### config.mk
export PLATFORM = sky130hd
export DESIGN_NAME = sorted_insert_process_queue
export DESIGN_NICKNAME = d
export VERILOG_FILES = /design/src/hdl/sipq_pkg.sv /design/src/hdl/sipq_cell.sv /design/src/hdl/sorted_insert_process_queue.sv
export SDC_FILE = /design/constraint.sdc
export NUM_CORES = 1
export LEC_CHECK = 0
export ABC_CLOCK_PERIOD_IN_PS = 4900
export BUFFER_PORTS_ARGS = -buffer_cell sky130_fd_sc_hd__buf_2
export CAP_MARGIN = 0
export CORE_UTILIZATION = 50
export DETAILED_ROUTE_END_ITERATION = 10
export PLACE_DENSITY = 0.69
export SLEW_MARGIN = 15
export SYNTH_ARGS = -nofsm -noshare
export SYNTH_HDL_FRONTEND = slang
export SYNTH_SLANG_ARGS = --single-unit
### constraint.sdc
create_clock -name i_clk -period 4.9 [get_ports i_clk]
set_input_delay 0.49 -clock i_clk [delete_from_list [all_inputs] [get_ports i_clk]]
set_output_delay 0.49 -clock i_clk [all_outputs]
set_load 0.005 [all_outputs]
### src/hdl/sipq_pkg.sv
// sipq_pkg: shared types and codes for the sorted insert process queue
// used by sipq_cell and sorted_insert_process_queue; no dependencies
`default_nettype none

package sipq_pkg;

    localparam int CAPACITY_DEF = 16;
    localparam int KEY_BITS_DEF = 16;
    localparam int TAG_BITS_DEF = 8;

    // action codes carried by each input item
    typedef enum logic [1:0] {
        ACT_APPEND = 2'd0,
        ACT_INSERT = 2'd1,
        ACT_REMOVE = 2'd2,
        ACT_NOP    = 2'd3
    } t_action;

    // broadcast control from the top level to every cell
    typedef struct packed {
        logic ins;      // place the new entry this cycle
        logic sorted;   // insert by key, else append at back
        logic rem;      // shift everything one place toward the front
    } t_cell_ctl;

endpackage

`default_nettype wire

### src/hdl/sipq_cell.sv
// sipq_cell: one queue position holding a key and a tag
// depends on sipq_pkg for the control struct
`default_nettype none

module sipq_cell #(
    parameter int IDX      = 0,
    parameter int KEY_BITS = sipq_pkg::KEY_BITS_DEF,
    parameter int TAG_BITS = sipq_pkg::TAG_BITS_DEF,
    parameter int CNT_W    = 5
) (
    input  wire                     i_clk,
    input  sipq_pkg::t_cell_ctl     i_ctl,
    input  wire  [CNT_W-1:0]        i_count,
    input  wire  [KEY_BITS-1:0]     i_new_key,
    input  wire  [TAG_BITS-1:0]     i_new_tag,
    input  wire                     i_prev_pfx,
    input  wire  [KEY_BITS-1:0]     i_prev_key,
    input  wire  [TAG_BITS-1:0]     i_prev_tag,
    input  wire  [KEY_BITS-1:0]     i_next_key,
    input  wire  [TAG_BITS-1:0]     i_next_tag,
    output logic                    o_pfx,
    output logic [KEY_BITS-1:0]     o_key,
    output logic [TAG_BITS-1:0]     o_tag
);

    logic [KEY_BITS-1:0] r_key, n_key;
    logic [TAG_BITS-1:0] r_tag, n_tag;
    logic                occ;
    logic                cand;

    // positions below the count are occupied
    assign occ  = (CNT_W'(IDX) < i_count);
    // candidate insertion point: first empty place or first larger key
    assign cand = !occ || (i_ctl.sorted && (r_key > i_new_key));
    assign o_pfx = i_prev_pfx || cand;

    always_comb begin
        n_key = r_key;
        n_tag = r_tag;
        if (i_ctl.rem) begin
            n_key = i_next_key;
            n_tag = i_next_tag;
        end else if (i_ctl.ins) begin
            if (i_prev_pfx) begin
                n_key = i_prev_key;
                n_tag = i_prev_tag;
            end else if (cand) begin
                n_key = i_new_key;
                n_tag = i_new_tag;
            end
        end
    end

    always_ff @(posedge i_clk) begin
        r_key <= n_key;
        r_tag <= n_tag;
    end

    assign o_key = r_key;
    assign o_tag = r_tag;

endmodule

`default_nettype wire

### src/hdl/sorted_insert_process_queue.sv
// sorted_insert_process_queue: top level, a shift-register queue of sipq_cell
// depends on sipq_pkg and sipq_cell
//
// usage
//   input channel: i_in_valid / o_in_ready carry one item (action, arrival key,
//   process tag). action append puts the entry at the back, insert puts it
//   before the first entry with a key greater than its own, or at the back if
//   none is, remove takes the front entry, the fourth code only reports status.
//   output channel: o_out_valid / i_out_ready carry one result per item with
//   the removed entry (if any), the empty flag, the drop flag and the count.
//   result: registered; it shows in the cycle after the item is accepted.
//   throughput: one item per cycle while results are taken; every cell compares
//   its key against the broadcast key in parallel and a prefix flag ripples down
//   the cell row to mark the insertion point.
//   stall: the result sits in an output register; while it is not taken
//   o_in_ready is low, and it rises again in the cycle the result leaves.
//   reset: synchronous active low, empties the queue and the output register.
//   entry storage is not cleared; only places below the count are ever read.
`default_nettype none

module sorted_insert_process_queue #(
    parameter int CAPACITY = sipq_pkg::CAPACITY_DEF,
    parameter int KEY_BITS = sipq_pkg::KEY_BITS_DEF,
    parameter int TAG_BITS = sipq_pkg::TAG_BITS_DEF,
    localparam int CNT_W   = $clog2(CAPACITY + 1)
) (
    input  wire                 i_clk,
    input  wire                 i_rst_n,
    // input items
    input  wire                 i_in_valid,
    output logic                o_in_ready,
    input  wire  [1:0]          i_action,
    input  wire  [KEY_BITS-1:0] i_arrival_key,
    input  wire  [TAG_BITS-1:0] i_process_tag,
    // result items
    output logic                o_out_valid,
    input  wire                 i_out_ready,
    output logic                o_dequeued_valid,
    output logic [KEY_BITS-1:0] o_dequeued_arrival,
    output logic [TAG_BITS-1:0] o_dequeued_tag,
    output logic                o_queue_empty,
    output logic                o_insert_dropped,
    output logic [CNT_W-1:0]    o_entry_count
);

    // occupancy and output register
    logic [CNT_W-1:0]    r_count, n_count;
    logic                r_out_valid;
    logic                r_dv;
    logic [KEY_BITS-1:0] r_da;
    logic [TAG_BITS-1:0] r_dt;
    logic                r_empty;
    logic                r_drop;
    logic [CNT_W-1:0]    r_cnt_out;

    logic                accept;
    logic                full;
    logic                is_add;
    logic                do_ins;
    logic                do_rem;
    logic                drop;
    sipq_pkg::t_action   act;
    sipq_pkg::t_cell_ctl ctl;

    // cell row wiring
    logic [KEY_BITS-1:0] cell_key [CAPACITY];
    logic [TAG_BITS-1:0] cell_tag [CAPACITY];
    logic                cell_pfx [CAPACITY];

    // a new item enters when the output register is free or being emptied
    assign o_in_ready = !r_out_valid || i_out_ready;
    assign accept     = i_in_valid && o_in_ready;
    assign act        = sipq_pkg::t_action'(i_action);
    assign full       = (r_count == CNT_W'(CAPACITY));
    assign is_add     = (act == sipq_pkg::ACT_APPEND) || (act == sipq_pkg::ACT_INSERT);
    assign do_ins     = accept && is_add && !full;
    assign drop       = accept && is_add && full;
    assign do_rem     = accept && (act == sipq_pkg::ACT_REMOVE) && (r_count != '0);

    assign ctl.ins    = do_ins;
    assign ctl.sorted = (act == sipq_pkg::ACT_INSERT);
    assign ctl.rem    = do_rem;

    always_comb begin
        n_count = r_count;
        if (do_ins) begin
            n_count = r_count + CNT_W'(1);
        end else if (do_rem) begin
            n_count = r_count - CNT_W'(1);
        end
    end

    // row of cells, front at index 0; each cell hands its entry to a neighbor
    for (genvar g = 0; g < CAPACITY; g++) begin : g_cell
        logic                prev_pfx;
        logic [KEY_BITS-1:0] prev_key, next_key;
        logic [TAG_BITS-1:0] prev_tag, next_tag;

        if (g == 0) begin : g_front
            assign prev_pfx = 1'b0;
            assign prev_key = i_arrival_key;
            assign prev_tag = i_process_tag;
        end else begin : g_mid
            assign prev_pfx = cell_pfx[g-1];
            assign prev_key = cell_key[g-1];
            assign prev_tag = cell_tag[g-1];
        end

        // the back cell refills from itself; it is empty after a remove anyway
        if (g == CAPACITY - 1) begin : g_back
            assign next_key = cell_key[g];
            assign next_tag = cell_tag[g];
        end else begin : g_inner
            assign next_key = cell_key[g+1];
            assign next_tag = cell_tag[g+1];
        end

        sipq_cell #(
            .IDX      (g),
            .KEY_BITS (KEY_BITS),
            .TAG_BITS (TAG_BITS),
            .CNT_W    (CNT_W)
        ) u_cell (
            .i_clk      (i_clk),
            .i_ctl      (ctl),
            .i_count    (r_count),
            .i_new_key  (i_arrival_key),
            .i_new_tag  (i_process_tag),
            .i_prev_pfx (prev_pfx),
            .i_prev_key (prev_key),
            .i_prev_tag (prev_tag),
            .i_next_key (next_key),
            .i_next_tag (next_tag),
            .o_pfx      (cell_pfx[g]),
            .o_key      (cell_key[g]),
            .o_tag      (cell_tag[g])
        );
    end

    // control state
    always_ff @(posedge i_clk) begin
        if (!i_rst_n) begin
            r_count     <= '0;
            r_out_valid <= 1'b0;
        end else begin
            r_count <= n_count;
            if (accept) begin
                r_out_valid <= 1'b1;
            end else if (i_out_ready) begin
                r_out_valid <= 1'b0;
            end
        end
    end

    // result payload, front entry captured before the row shifts
    always_ff @(posedge i_clk) begin
        if (accept) begin
            r_dv      <= do_rem;
            r_da      <= do_rem ? cell_key[0] : '0;
            r_dt      <= do_rem ? cell_tag[0] : '0;
            r_empty   <= (n_count == '0);
            r_drop    <= drop;
            r_cnt_out <= n_count;
        end
    end

    assign o_out_valid        = r_out_valid;
    assign o_dequeued_valid   = r_dv;
    assign o_dequeued_arrival = r_da;
    assign o_dequeued_tag     = r_dt;
    assign o_queue_empty      = r_empty;
    assign o_insert_dropped   = r_drop;
    assign o_entry_count      = r_cnt_out;

    // checks
    a_count_bound: assert property (@(posedge i_clk) disable iff (!i_rst_n)
        r_count <= CNT_W'(CAPACITY))
        else $error("occupancy beyond capacity");

    a_rem_dec: assert property (@(posedge i_clk) disable iff (!i_rst_n)
        do_rem |=> (r_count == $past(r_count) - CNT_W'(1)))
        else $error("remove did not lower the count");

    a_ins_inc: assert property (@(posedge i_clk) disable iff (!i_rst_n)
        do_ins |=> (r_count == $past(r_count) + CNT_W'(1)))
        else $error("insert did not raise the count");

    a_empty_flag: assert property (@(posedge i_clk) disable iff (!i_rst_n)
        o_out_valid |-> (o_queue_empty == (o_entry_count == '0)))
        else $error("empty flag disagrees with count");

    a_drop_excl: assert property (@(posedge i_clk) disable iff (!i_rst_n)
        (o_out_valid && o_insert_dropped) |-> !o_dequeued_valid)
        else $error("drop and dequeue in one result");

endmodule

`default_nettype wire

==> results.yml <==
outcome:
  status: "finished clean"
cells_and_area:
  final_core_util_pct: 56.81
  drive_above_1_share_pct: 9.797
  syn_to_final_growth_pct: 11.24
  final_nets: 2915
  insertedDiodeCount: 0
cts:
  clock_latency_ns: 0.61
  postCtsHoldBufs: 0
  cts-htree-levels: 2
  clock_path_buffers: 3
  ctsRootBufferMaster: "clkbuf_16"
  cts_inserted_buffers: 48
  cts_tree: "done"
  clk_pin_slew_ns: 0.06
  cts_setup_buffers: 0
  clock_sinks: 422
  cts_resized: 0
floorplan:
  fp.dieW_um: 232.1
  fp.dieH_um: 232.1
  initial_core_util_pct: 51.07
  die_area_mm2: 0.05385
  core_mm2: 0.05182
  ios: 64
  num_rows: 83
synthesis:
  ys_seq_area_share_pct: 47.66
  async_reset_ff_share_pct: 0
  yosysWarnings: 0
  synth_seq_cells: 422
  synth.avg_cell_area_um2: 10.16
  syn-num-nets: 2895
  synth_cell_types: 66
  syn_inst: 2606
  synth-edff-count: 416
  syn_area_mm2: 0.02647
  synth_ff_type: "edfxtp_1"
hold_path:
  hp-start: "i_in_valid"
  min_path_type: "input pin to flip-flop"
route:
  vias_per_cell: 6.628
  wl_per_cell_um: 25.88
  routed_wl_um: 86540
  vias: 22160
  ant_nets: 0
  route.detailed.drc: 0
  drt-initial-drc-count: 2453
  dr.pass1.iters: 7
setup_path:
  cp-start-kind: "input pin"
  r2r_start: "g_cell[0].u_cell.o_key[15]$_DFFE_PP_"
  arrival_ns: 4.66
  worstSetupPathType: "input pin to flip-flop"
  crit_required_ns: 5.21
  crit_path_start: "i_arrival_key[7]"
  worstPathMaxFanout: 24
  endpoint_kind: "flip-flop"
timing:
  period_minus_slack_ns: 4.349
  timing.final.crit_share_pct: 88.75
  tns_ns: 0
  fin_ws_ns: 0.5511
  maxSlewHeadroom_pct: 42.09
  hold_ws_ns: 0.1557
  fmax_mhz: 229.9
  slew_viol_final: 0
  tightest_slew_ns: 0.8621
  rsz0062_at_grt: "no"
  skew_ns: 0.02150
  hold_violations: 0
  setup_violations: 0
global_routing:
  antenna_found_initial: 1
  grt-ovfl-total: 0
  groute.usage.overall_pct: 32.14
  grt_max_degree: 165
  grt_pass1_wl_um: 131400
  first_global_vias: 21810
pwr:
  p_per_area_mw_per_mm2: 333.9
  irDropWorstVdd_uv: 290.8
  p_leak_nw: 11.13
flow_run:
  maxCapViolCount: 0
placement:
  gp_congestion: 0.9609
  place_ws_ns: 0.03829
  portBuffers: 63
  dp_hpwl_um: 61840
==> state kept, by name, indices dropped and copies added, names as in the netlist, 5 cells and up <==
register,count
g_cell.u_cell.o_key,256
g_cell.u_cell.o_tag,128
o_dequeued_arrival,16
o_dequeued_tag,8
o_entry_count,5
r_count,5
==> final cells by class <==
cell class | count | area (µm²)
clock buffer | 61 | 1270
clock inverter | 27 | 304.0
fill | 4458 | 22380
inverter | 46 | 180.2
multi-input combinational | 1950 | 13030
sequential | 422 | 12610
tap | 680 | 850.8
timing repair buffer | 158 | 1191
==> per-stage QoR <==
| step | area [µm²] | std cells | total power, mW |
|---|---|---|---|
| 3_3_place_gp | 27870 | 3256 | 6.097 |
| 4_1_cts | 29440 | 3344 | 9.835 |
| 6_report | 29440 | 3344 | 9.830 |
| 5_1_grt | 29440 | 3344 | 10.17 |
| 2_1_floorplan | 26470 | 2606 | 5.520 |
| 3_5_place_dp | 27870 | 3256 | 6.149 |
==> layout by cell type, fill, tap and decap left out, types with 55 or more instances in the layout <==
master	Yosys	layout
a21oi_1	79	78
ha_1	259	259
nand3_1	142	140
o211ai_1	264	264
nor2_1	88	87
buf_4	2	82
o21ai_0	151	144
edfxtp_1	416	416
a31oi_1	55	55
buf_2	8	63
nand2_1	505	505
mux2i_1	100	100
==> power by group <==
| group | total, mW | switching [mW] | internal [mW] | leakage [nW] |
|---|---|---|---|---|
| clock | 3.71 | 1.56 | 2.15 | 0.764 |
| combinational | 1.57 | 0.997 | 0.570 | 6.40 |
| sequential | 4.55 | 0.217 | 4.33 | 3.97 |
==> logic make-up after synthesis <==
family,count (synthesis),share of synthesized area [%]
buffers and inverters,234,3.385
flip-flops,422,47.66
AO/OA/AOI/OAI,663,16.79
XOR/XNOR,3,0.09930
adder cells (fa/ha/maj),259,12.24
AND/OR/NAND/NOR,902,15.06
multiplexers,123,4.761
==> critical path, stage by stage <==
cell and delay (ns):
buf_2 0.30, inv_1 0.34, ha_1 0.44, nand4_1 0.26, nor4_1 0.53, a41o_1 0.27
a32oi_1 0.13, a2111oi_4 0.53, nand3_2 0.27, a2111oi_4 0.32, buf_4 0.38, o21ai_2 0.10
buf_4 0.27
==> routing by layer <==
metal	wire length (µm)	part of all wire (%)	track usage [%]	vias to the layer above
li1	-	-	-	9937
met5	13	0.015	0	-
met1	36430	42	44.18	10920
met3	6946	8.0	4.862	224
met2	39450	46	50.29	1078
met4	3695	4.3	14.02	2
==> path summary, 6_finish.rpt <==
check / slack [ns] / cells after the start / end
min reg2reg: 0.55 / 2 / g_cell[0].u_cell.o_tag[7]$_DFFE_PP_
min: 0.16 / 3 / o_out_valid$_SDFFE_PN0P_
max: 0.55 / 13 / g_cell[14].u_cell.o_tag[5]$_DFFE_PP_
max reg2reg: 0.74 / 11 / g_cell[14].u_cell.o_tag[5]$_DFFE_PP_
==> Yosys cell counts (12+ instances only) <==
cell        n  area share, %
a211oi_1   14           0.40
a21o_1     21           0.60
a21oi_1    79            1.5
a31oi_1    55            1.3
and2_1     30           0.71
buf_1      12           0.17
clkbuf_1  166            2.4
edfxtp_1  416             47
ha_1      259             12
inv_1      46           0.65
mux2_1     17           0.72
mux2i_1   100            3.8
nand2_1   505            7.2
nand2b_1   12           0.28
nand3_1   142            2.7
nand4_1    42           0.99
nor2_1     88            1.2
nor2b_1    17           0.40
nor3_1     19           0.36
nor4_1     13           0.31
o211ai_1  264            7.5
o21a_1     13           0.37
o21ai_0   151            2.9
(Power assumes the default switching activity.)
